## config.mk

```make
export PLATFORM = sky130hd
export DESIGN_NAME = tfn_sqrt_stage
export DESIGN_NICKNAME = d
export VERILOG_FILES = /design/src/tfn_pkg.sv /design/src/tfn_sqrt_stage.sv
export SDC_FILE = /design/constraint.sdc
export NUM_CORES = 1
export LEC_CHECK = 0
export BUFFER_PORTS_ARGS = -buffer_cell sky130_fd_sc_hd__buf_2
export CORE_MARGIN = 1
export CORE_UTILIZATION = 50
export CTS_CLUSTER_DIAMETER = 100
export DETAILED_ROUTE_END_ITERATION = 7
export PLACE_DENSITY = 0.8
export REMOVE_ABC_BUFFERS = 1
export SLEW_MARGIN = 30
export SYNTH_ARGS = -nofsm -noshare
export SYNTH_HDL_FRONTEND = slang
export SYNTH_SLANG_ARGS = --single-unit
```

## constraint.sdc

```tcl
create_clock -name clk -period 6.9 [get_ports clk]
set_clock_uncertainty 0.2 [all_clocks]
set_input_delay 0.345 -clock clk [delete_from_list [all_inputs] [get_ports clk]]
set_output_delay 0.345 -clock clk [all_outputs]
set_load 0.05 [all_outputs]
```

## src/tfn_pkg.sv

```systemverilog
// ----------------------------------------------------------------------------
// tfn_pkg
// Shared types and widths for the triangle face normal pipeline.
// ----------------------------------------------------------------------------
package tfn_pkg;

  localparam int COORD_BITS = 16;
  // edge components need one more bit than a coordinate
  localparam int EDGE_BITS  = COORD_BITS + 1;
  // cross product component: twice the edge width plus a carry bit
  localparam int CROSS_BITS = 2 * EDGE_BITS + 1;
  localparam int MAG_BITS   = CROSS_BITS - 1;
  localparam int SQ_BITS    = 2 * MAG_BITS;
  localparam int LEN_BITS   = SQ_BITS + 2;
  localparam int FRAC_SHIFT = 28;
  localparam int Q_BITS     = FRAC_SHIFT + 1;
  localparam int ROOT_BITS  = 15;
  localparam int NORM_BITS  = 16;

  typedef struct packed {
    logic signed [COORD_BITS-1:0] v0_x;
    logic signed [COORD_BITS-1:0] v0_y;
    logic signed [COORD_BITS-1:0] v0_z;
    logic signed [COORD_BITS-1:0] v1_x;
    logic signed [COORD_BITS-1:0] v1_y;
    logic signed [COORD_BITS-1:0] v1_z;
    logic signed [COORD_BITS-1:0] v2_x;
    logic signed [COORD_BITS-1:0] v2_y;
    logic signed [COORD_BITS-1:0] v2_z;
    logic                         end_of_mesh;
  } in_item_t;

  typedef struct packed {
    logic signed [NORM_BITS-1:0] normal_x;
    logic signed [NORM_BITS-1:0] normal_y;
    logic signed [NORM_BITS-1:0] normal_z;
    logic                        degenerate;
    logic                        last_out;
  } out_item_t;

  // per-item sideband carried alongside the arithmetic
  typedef struct packed {
    logic [2:0] neg;
    logic       degenerate;
    logic       last;
  } side_t;

endpackage

```

## src/tfn_sqrt_stage.sv

```systemverilog
// ----------------------------------------------------------------------------
// tfn_sqrt_stage
// One digit-recurrence square root step per component, registered.
// ----------------------------------------------------------------------------
module tfn_sqrt_stage (
  input  logic                            clk,
  input  logic                            rst_n,
  input  logic                            en,
  input  logic [4:0]                      bit_pos,
  input  logic                            vld_in,
  input  logic [tfn_pkg::Q_BITS-1:0]      v_in   [3],
  input  logic [tfn_pkg::Q_BITS-1:0]      res_in [3],
  input  tfn_pkg::side_t                  side_in,
  output logic                            vld_out,
  output logic [tfn_pkg::Q_BITS-1:0]      v_out   [3],
  output logic [tfn_pkg::Q_BITS-1:0]      res_out [3],
  output tfn_pkg::side_t                  side_out
);

  logic [tfn_pkg::Q_BITS-1:0] v_r [3];
  logic [tfn_pkg::Q_BITS-1:0] v_nxt [3];
  logic [tfn_pkg::Q_BITS-1:0] res_r [3];
  logic [tfn_pkg::Q_BITS-1:0] res_nxt [3];
  tfn_pkg::side_t             side_r;
  logic                       vld_r;
  logic [tfn_pkg::Q_BITS-1:0] bit_w;

  assign bit_w = tfn_pkg::Q_BITS'(1) << bit_pos;

  // leading large-bit skip of the model is harmless: res stays zero there
  always_comb begin
    for (int k = 0; k < 3; k++) begin
      logic [tfn_pkg::Q_BITS:0] t;
      t = {1'b0, res_in[k]} + {1'b0, bit_w};
      if ({1'b0, v_in[k]} >= t) begin
        v_nxt[k]   = tfn_pkg::Q_BITS'({1'b0, v_in[k]} - t);
        res_nxt[k] = (res_in[k] >> 1) + bit_w;
      end else begin
        v_nxt[k]   = v_in[k];
        res_nxt[k] = res_in[k] >> 1;
      end
    end
  end

  // stage register
  always_ff @(posedge clk) begin
    if (!rst_n) begin
      vld_r <= 1'b0;
    end else if (en) begin
      vld_r <= vld_in;
    end
    if (en) begin
      v_r    <= v_nxt;
      res_r  <= res_nxt;
      side_r <= side_in;
    end
  end

  assign vld_out  = vld_r;
  assign v_out    = v_r;
  assign res_out  = res_r;
  assign side_out = side_r;

endmodule

```

# After elaboration in Yosys (flattened, before gate mapping)
# Index checks and enable logic that the tools add are counted.
# classes
n_lt_le_gt_ge,3
eq_ne,0
muxes,6
mul,0
bitwise_logic,0
shift,1
reduce_logical,0
div_mod_pow,0
n_addsub,9
# ops
op,count
29-bit by 29-bit adder with 30-bit output,3
29-bit by 30-bit greater-or-equal comparator with 1-bit output,3
28-bit by 29-bit adder with 29-bit output,3
29-bit 2-to-1 mux,3
29-bit subtractor,3
28-bit 2-to-1 mux,3
"1-bit by 5-bit << shifter with 29-bit output, first input constant",1
# totals
mem_bits_rw,0
latchBits,0
mem_bits_ro,0
register_bits,180
memories,0
elab_cells,32

# Longest topological paths before layout
# Gate-level depths: netlist of the first run.
# depth
ltp_word,4
mapped_depth,29
ltp_nobuf,25

# Least setup slack after synthesis of the first run
# OpenSTA, ideal clock, no wires.
# synth_timing
path_kind,input -> register
startpoint,input port bit_pos[1]
endpoint,"register res_r, in the netlist res_out[48], data pin"
setup_ns,0.262
slack_ns,0.768
arrival_ns,5.670
t_required_ns,6.438
path_buffers,3
cell_stages,26
path_cell_list,buf_2 -> nor3_2 -> buf_2 -> nand2_1 -> xnor2_1 -> ha_1 -> a31o_2 -> a221oi_1 -> o41ai_1 -> or4_1 -> a21oi_1 -> o21bai_1 -> a21o_1 -> a21oi_1 -> xnor2_1 -> ha_1 -> a21o_1 -> a21oi_1 -> o21a_1 -> o21ai_0 -> o221ai_1 -> o21ai_0 -> o221a_2 -> o21ai_4 -> buf_4 -> mux2_1
# synth_rtl
item,line_no,text
"start, declared",tfn_sqrt_stage.sv:9,"input logic [4:0] bit_pos,"
"end signal, assigned",tfn_sqrt_stage.sv:54,res_r <= res_nxt;
"end, declared",tfn_sqrt_stage.sv:22,logic [tfn_pkg::Q_BITS-1:0] res_r [3];

==> results of run 1 <==
[logic make-up (layout without fill, tap and decap cells)]
family / Yosys count / count (layout) / share of synthesized area
compound gates: 761 / 761 / 0.243
simple gates: 590 / 590 / 0.142
fa+ha+maj: 262 / 262 / 0.160
xor+xnor: 242 / 242 / 0.104
flops: 180 / 180 / 0.265
buf+inv: 142 / 602 / 0.0294
mux: 105 / 105 / 0.0577
other cells: 0 / 6 / 0
[registers in the layout, summed over array words and instances (netlist names)]
| signal | count |
|---|---|
| v_out | 87 |
| vld_out | 1 |
| side_out | 5 |
| res_out | 87 |
[routing by layer]
layer / part of all wire / global-route usage / vias to the layer above
met5: 0.00071 / 0 / -
li1: - / - / 9569
met4: 0.042 / 0.153 / 8
met1: 0.42 / 0.406 / 9462
met2: 0.48 / 0.551 / 784
met3: 0.061 / 0.0477 / 163
[final timing paths]
check | slack [ns] | from | end
setup / recovery | 0.33 | bit_pos[1] | res_out[7]
hold / removal | 0.02 | v_in[5] | v_out[5]
setup reg to reg | 5.56 | vld_out | vld_out
hold reg to reg | 0.85 | vld_out | vld_out
[stage by stage]
stage,worst slack (ns),setup TNS [ns],std cells
after detailed placement,0.0563,0,3172
final,0.331,0,3273
after floorplan,-3.41,-176.08,2223
after global routing,0.0288,0,3270
after global placement,0.207,0,3172
after CTS,0.521,0,3267
[power by group through the flow]
stage,logic (mW),registers [mW],clock network [mW]
2_1_floorplan,0.967,2.03,0
3_3_place_gp,2.05,1.50,0
3_5_place_dp,2.08,1.49,0
4_1_cts,2.12,1.47,1.18
5_1_grt,2.28,1.48,1.20
6_report,2.14,1.47,1.16
[repair_timing]
item                                    CTS  global route
hold buffers                             65             0
endpoints found under the hold margin    64             0
resized for setup                         0             1
endpoints found under the setup margin    0             5
[final cells by class]
cell class / instances / area (um2)
Tap cell: 525 / 657
Inverter: 83 / 312
Antenna cell: 6 / 15.0
Timing Repair Buffer: 489 / 2990
Clock inverter: 10 / 230
Sequential cell: 180 / 5400
Clock buffer: 20 / 437
Fill cell: 3407 / 15500
Multi-Input combinational cell: 1960 / 14400
[worst max-delay path, delay by kind of cell]
kind            cells  cell delay (ns)
compound gates     10             2.34
fa+ha+maj           2             0.65
xor+xnor            1             0.12
simple gates        9             2.31
buf+inv             4             0.87
[cells in the mapped netlist, types with 38 or more instances]
cell	number	area share
a21oi_1	214	0.053
a31oi_1	38	0.012
ha_1	240	0.15
o21bai_1	44	0.016
nand3_1	47	0.012
nand2_1	166	0.031
o21ai_0	149	0.037
xnor2_1	163	0.070
inv_1	83	0.015
nor2_1	153	0.028
edfxtp_1	179	0.26
xor2_1	79	0.034
mux2_2	51	0.028
a21o_1	102	0.038
mux2_1	48	0.027
==> reports/metrics.cfg, run 1 <==
[status]
status=finished, final reports clean

[logic_synthesis]
async_reset_ff_frac=0
synth_top_flop_cell=edfxtp_1
ys_ff_latch=180
synth_enable_flop_cells=179
avgSynthCellArea_um2=8.93
ys.warnings.count=0
ys_types=85
netlist_area_um2=20400
ys_seq_area_frac=0.265
synth_cells=2282

[clocking]
clock_path_buffers=2
cts_tree=done
htreeDepth=4
clk_pin_slew_ns=0.06
cts_root_buf=clkbuf_16
worstSkewPairLatency_ns=0.47
clkSinkCount=180
numCtsBuffers=17
post_cts_buffers=0

[global_route]
antenna_found_initial=9
grt_usage=0.326
grt_pass1_wl_mm=104
grt_max_degree=65
grt_pass1_vias=18962
overflow=0

[critical_path]
slowest_delay_ns=0.52
cp.arrival_ns=6.65
path_max_fanout=48
worst-r2r-cell-count=3
crit_required_ns=6.99
crit_path_start_kind=input pin
critPathCaptureType=flip-flop
critical_path_class=input pin to flip-flop
cp_slowest_cell=nor2_1

[placement]
dp_hpwl_mm=54.8
placed_area_um2=23100
gp_congestion=0.987
io_buffers=367

[timing]
slew_headroom=0.305
setup_viol=0
min_period_over_period=0.952
whs_ns=0.0175
hold_viol_final=0
timing.fmax_ghz=0.152
slew_violations=0
period_minus_slack_ns=6.57
rsz0062_at_grt=false
tightest_slew_ns=1.02

[min_path]
hold_depth=2
hp-class=input pin to flip-flop

[drt]
avgRoutedWirePerCell_um=21.1
drc=0
dr.pass1.iters=6
antenna_left=0
routed_via_density=6.11
via_count=19986
drt_iter0_markers=1378
drt_wl_total_mm=69.1

[finish]
design_area_um2=24400
final_common_cell=buf_2
layout_common_cells=366 x buf_2, 240 x ha_1, 214 x a21oi_1, 179 x edfxtp_1, 166 x nand2_1
finalCoreUtilization=0.612
drive_above_1_share=0.197
syn_to_final_growth_pct=20.0
nNetsFinal=3162

[die]
initial_core_util=0.510
ios=368
die_area_um2=41600
chipHeight_um=204
placementRows=73
core-area_um2=39900
die_w_um=204

[pwr]
p_leak_nw=11.1
p_total_mw=4.78
switching_power_mw=1.93
switching_share=0.405
internal-power_mw=2.84
power_density_nw_per_um2=196
vdd_drop_max_mv=0.178
p_clk_frac=0.244
power_frac_seq=0.308
comb_power_share=0.448

[job]
cap_violations=0

Power figures use the tool's default switching activity.
==> inputs of run 2 (changes only) <==
--- a/config.mk
+++ b/config.mk
@@ -6,12 +6,15 @@
 export NUM_CORES = 1
 export LEC_CHECK = 0
 export BUFFER_PORTS_ARGS = -buffer_cell sky130_fd_sc_hd__buf_2
+export CELL_PAD_IN_SITES_DETAIL_PLACEMENT = 1
+export CELL_PAD_IN_SITES_GLOBAL_PLACEMENT = 1
 export CORE_MARGIN = 1
-export CORE_UTILIZATION = 50
+export CORE_UTILIZATION = 47
 export CTS_CLUSTER_DIAMETER = 100
 export DETAILED_ROUTE_END_ITERATION = 7
-export PLACE_DENSITY = 0.8
+export PLACE_DENSITY = 0.95
 export REMOVE_ABC_BUFFERS = 1
+export SKIP_CTS_REPAIR_TIMING = 1
 export SLEW_MARGIN = 30
 export SYNTH_ARGS = -nofsm -noshare
 export SYNTH_HDL_FRONTEND = slang
==> constraint.sdc (replaced) <==
create_clock -name clk -period 7.6 [get_ports clk]
set_clock_uncertainty 0.2 [all_clocks]
set_input_delay 0.38 -clock clk [delete_from_list [all_inputs] [get_ports clk]]
set_output_delay 0.38 -clock clk [all_outputs]
set_load 0.05 [all_outputs]
==> reports/metrics.cfg, run 2 (same netlist as run 1, synthesis figures left out) <==
[job]
cap_violations=0

[drt]
routed_via_density=6.28
avgRoutedWirePerCell_um=24.5
drt_iter0_markers=1371
antenna_left=0
via_count=20673
drt_wl_total_mm=80.6
dr.pass1.iters=5
drc=0

[die]
die_w_um=210
core-area_um2=42300
initial_core_util=0.481
die_area_um2=44200
ios=368
placementRows=75
chipHeight_um=210

[finish]
layout_common_cells=366 x buf_2, 240 x ha_1, 214 x a21oi_1, 179 x edfxtp_1, 166 x nand2_1
nNetsFinal=3121
finalCoreUtilization=0.569
design_area_um2=24100
final_common_cell=buf_2
drive_above_1_share=0.197
layoutNonFillerInstCount=3291
syn_to_final_growth_pct=18.2

[global_route]
use_met1=0.403
grt_usage=0.351
grt_use_met2=0.600
grt_pass1_wl_mm=120
grt_pass1_vias=21454
grt_max_degree=106
antenna_found_initial=11
overflow=0
grt-busiest-layer=met2
grt_use_met3=0.0799

[timing]
whs_ns=-0.0211
period_minus_slack_ns=6.97
tns_ns=0
hold_viol_final=4
timing.fmax_ghz=0.143
setup_viol=0
min_period_over_period=0.917
tightest_slew_ns=1.02
worst_slack_ns=0.629
slew_violations=0
rsz0062_at_grt=false
slew_headroom=0.321

[placement]
placed_area_um2=23100
pre_cts_ws_ns=0.324
dp.cells=3212
dp_hpwl_mm=63.0
io_buffers=367
gp_congestion=0.960

[pwr]
p_total_mw=4.35
p_leak_nw=10.9
vdd_drop_max_mv=0.189
power_density_nw_per_um2=181

[critical_path]
crit_start=bit_pos[3]
path_max_fanout=33
crit_path_start_kind=input pin
critical_path_class=input pin to flip-flop
critPathCaptureType=flip-flop
crit_required_ns=7.66
worst-r2r-cell-count=3
timing.rr.start=vld_out
cp.arrival_ns=7.03

[clocking]
cts_root_buf=clkbuf_16
cts_tree=done
htreeDepth=4
clk_pin_slew_ns=0.08
clkSinkCount=180
worstSkewPairLatency_ns=0.51
clock_path_buffers=2
numCtsBuffers=17

[min_path]
hold_start=v_in[86]
hold_depth=3
hp-class=input pin to flip-flop

[status]
violations=negative hold slack
status=finished, violations left

## run 2: cell types whose count changed in the layout (fill, tap and decap cells not counted), moves of 3 or more
cell,before,now
bufinv_16,7,3
buf_4,52,41
dlygate4sd3_1,65,36
inv_6,0,4
diode_2,6,11
clkbuf_1,3,0
## run 2: final cells by class
type | instances | area (um2)
well taps | 577 | 722
clock buffers | 17 | 425
flip-flops and latches | 180 | 5400
multi-input cells | 1960 | 14400
inverters | 83 | 312
clock inverters | 15 | 194
fillers | 5013 | 18300
diodes | 11 | 27.5
repair buffers | 448 | 2580
## run 2: worst paths after layout
path | to | slack (ns)
worst min register to register | vld_out | 0.88
worst max-delay path | res_out[41] | 0.63
worst min-delay path | v_out[86] | -0.02
worst max register to register | vld_out | 6.23
## run 2: critical path, cell delays in order
cell and delay (ns):
buf_2 0.16, or2_2 0.43, nor2_1 0.60, ha_1 0.42, a41oi_1 0.25, o21ai_0 0.16
nor3_1 0.20, a21oi_1 0.16, a221oi_2 0.46, o21bai_1 0.14, a21oi_1 0.21, xor2_1 0.20
ha_1 0.30, a21o_1 0.20, a21o_1 0.17, a21oi_1 0.31, o21a_1 0.18, o21ai_0 0.08
o221ai_1 0.30, o21ai_0 0.25, o221a_2 0.37, o21ai_4 0.33, buf_12 0.31, mux2_1 0.42
## run 2: per-layer routing
| layer | vias up | part of all wire | wire length (um) |
|---|---|---|---|
| met5 | - | 0.00082 | 66 |
| met4 | 10 | 0.061 | 4920 |
| met3 | 296 | 0.059 | 4770 |
| met2 | 829 | 0.48 | 39000 |
| met1 | 10074 | 0.40 | 31900 |
| li1 | 9464 | - | - |
## run 2: report_power, final
part	total (mW)	leakage (nW)	switching, mW	internal [mW]
Sequential	1.34	1.76	0.0615	1.28
Clock	1.02	0.299	0.491	0.526
Combinational	1.99	8.84	1.35	0.637
Total	4.35	10.9	1.90	2.45
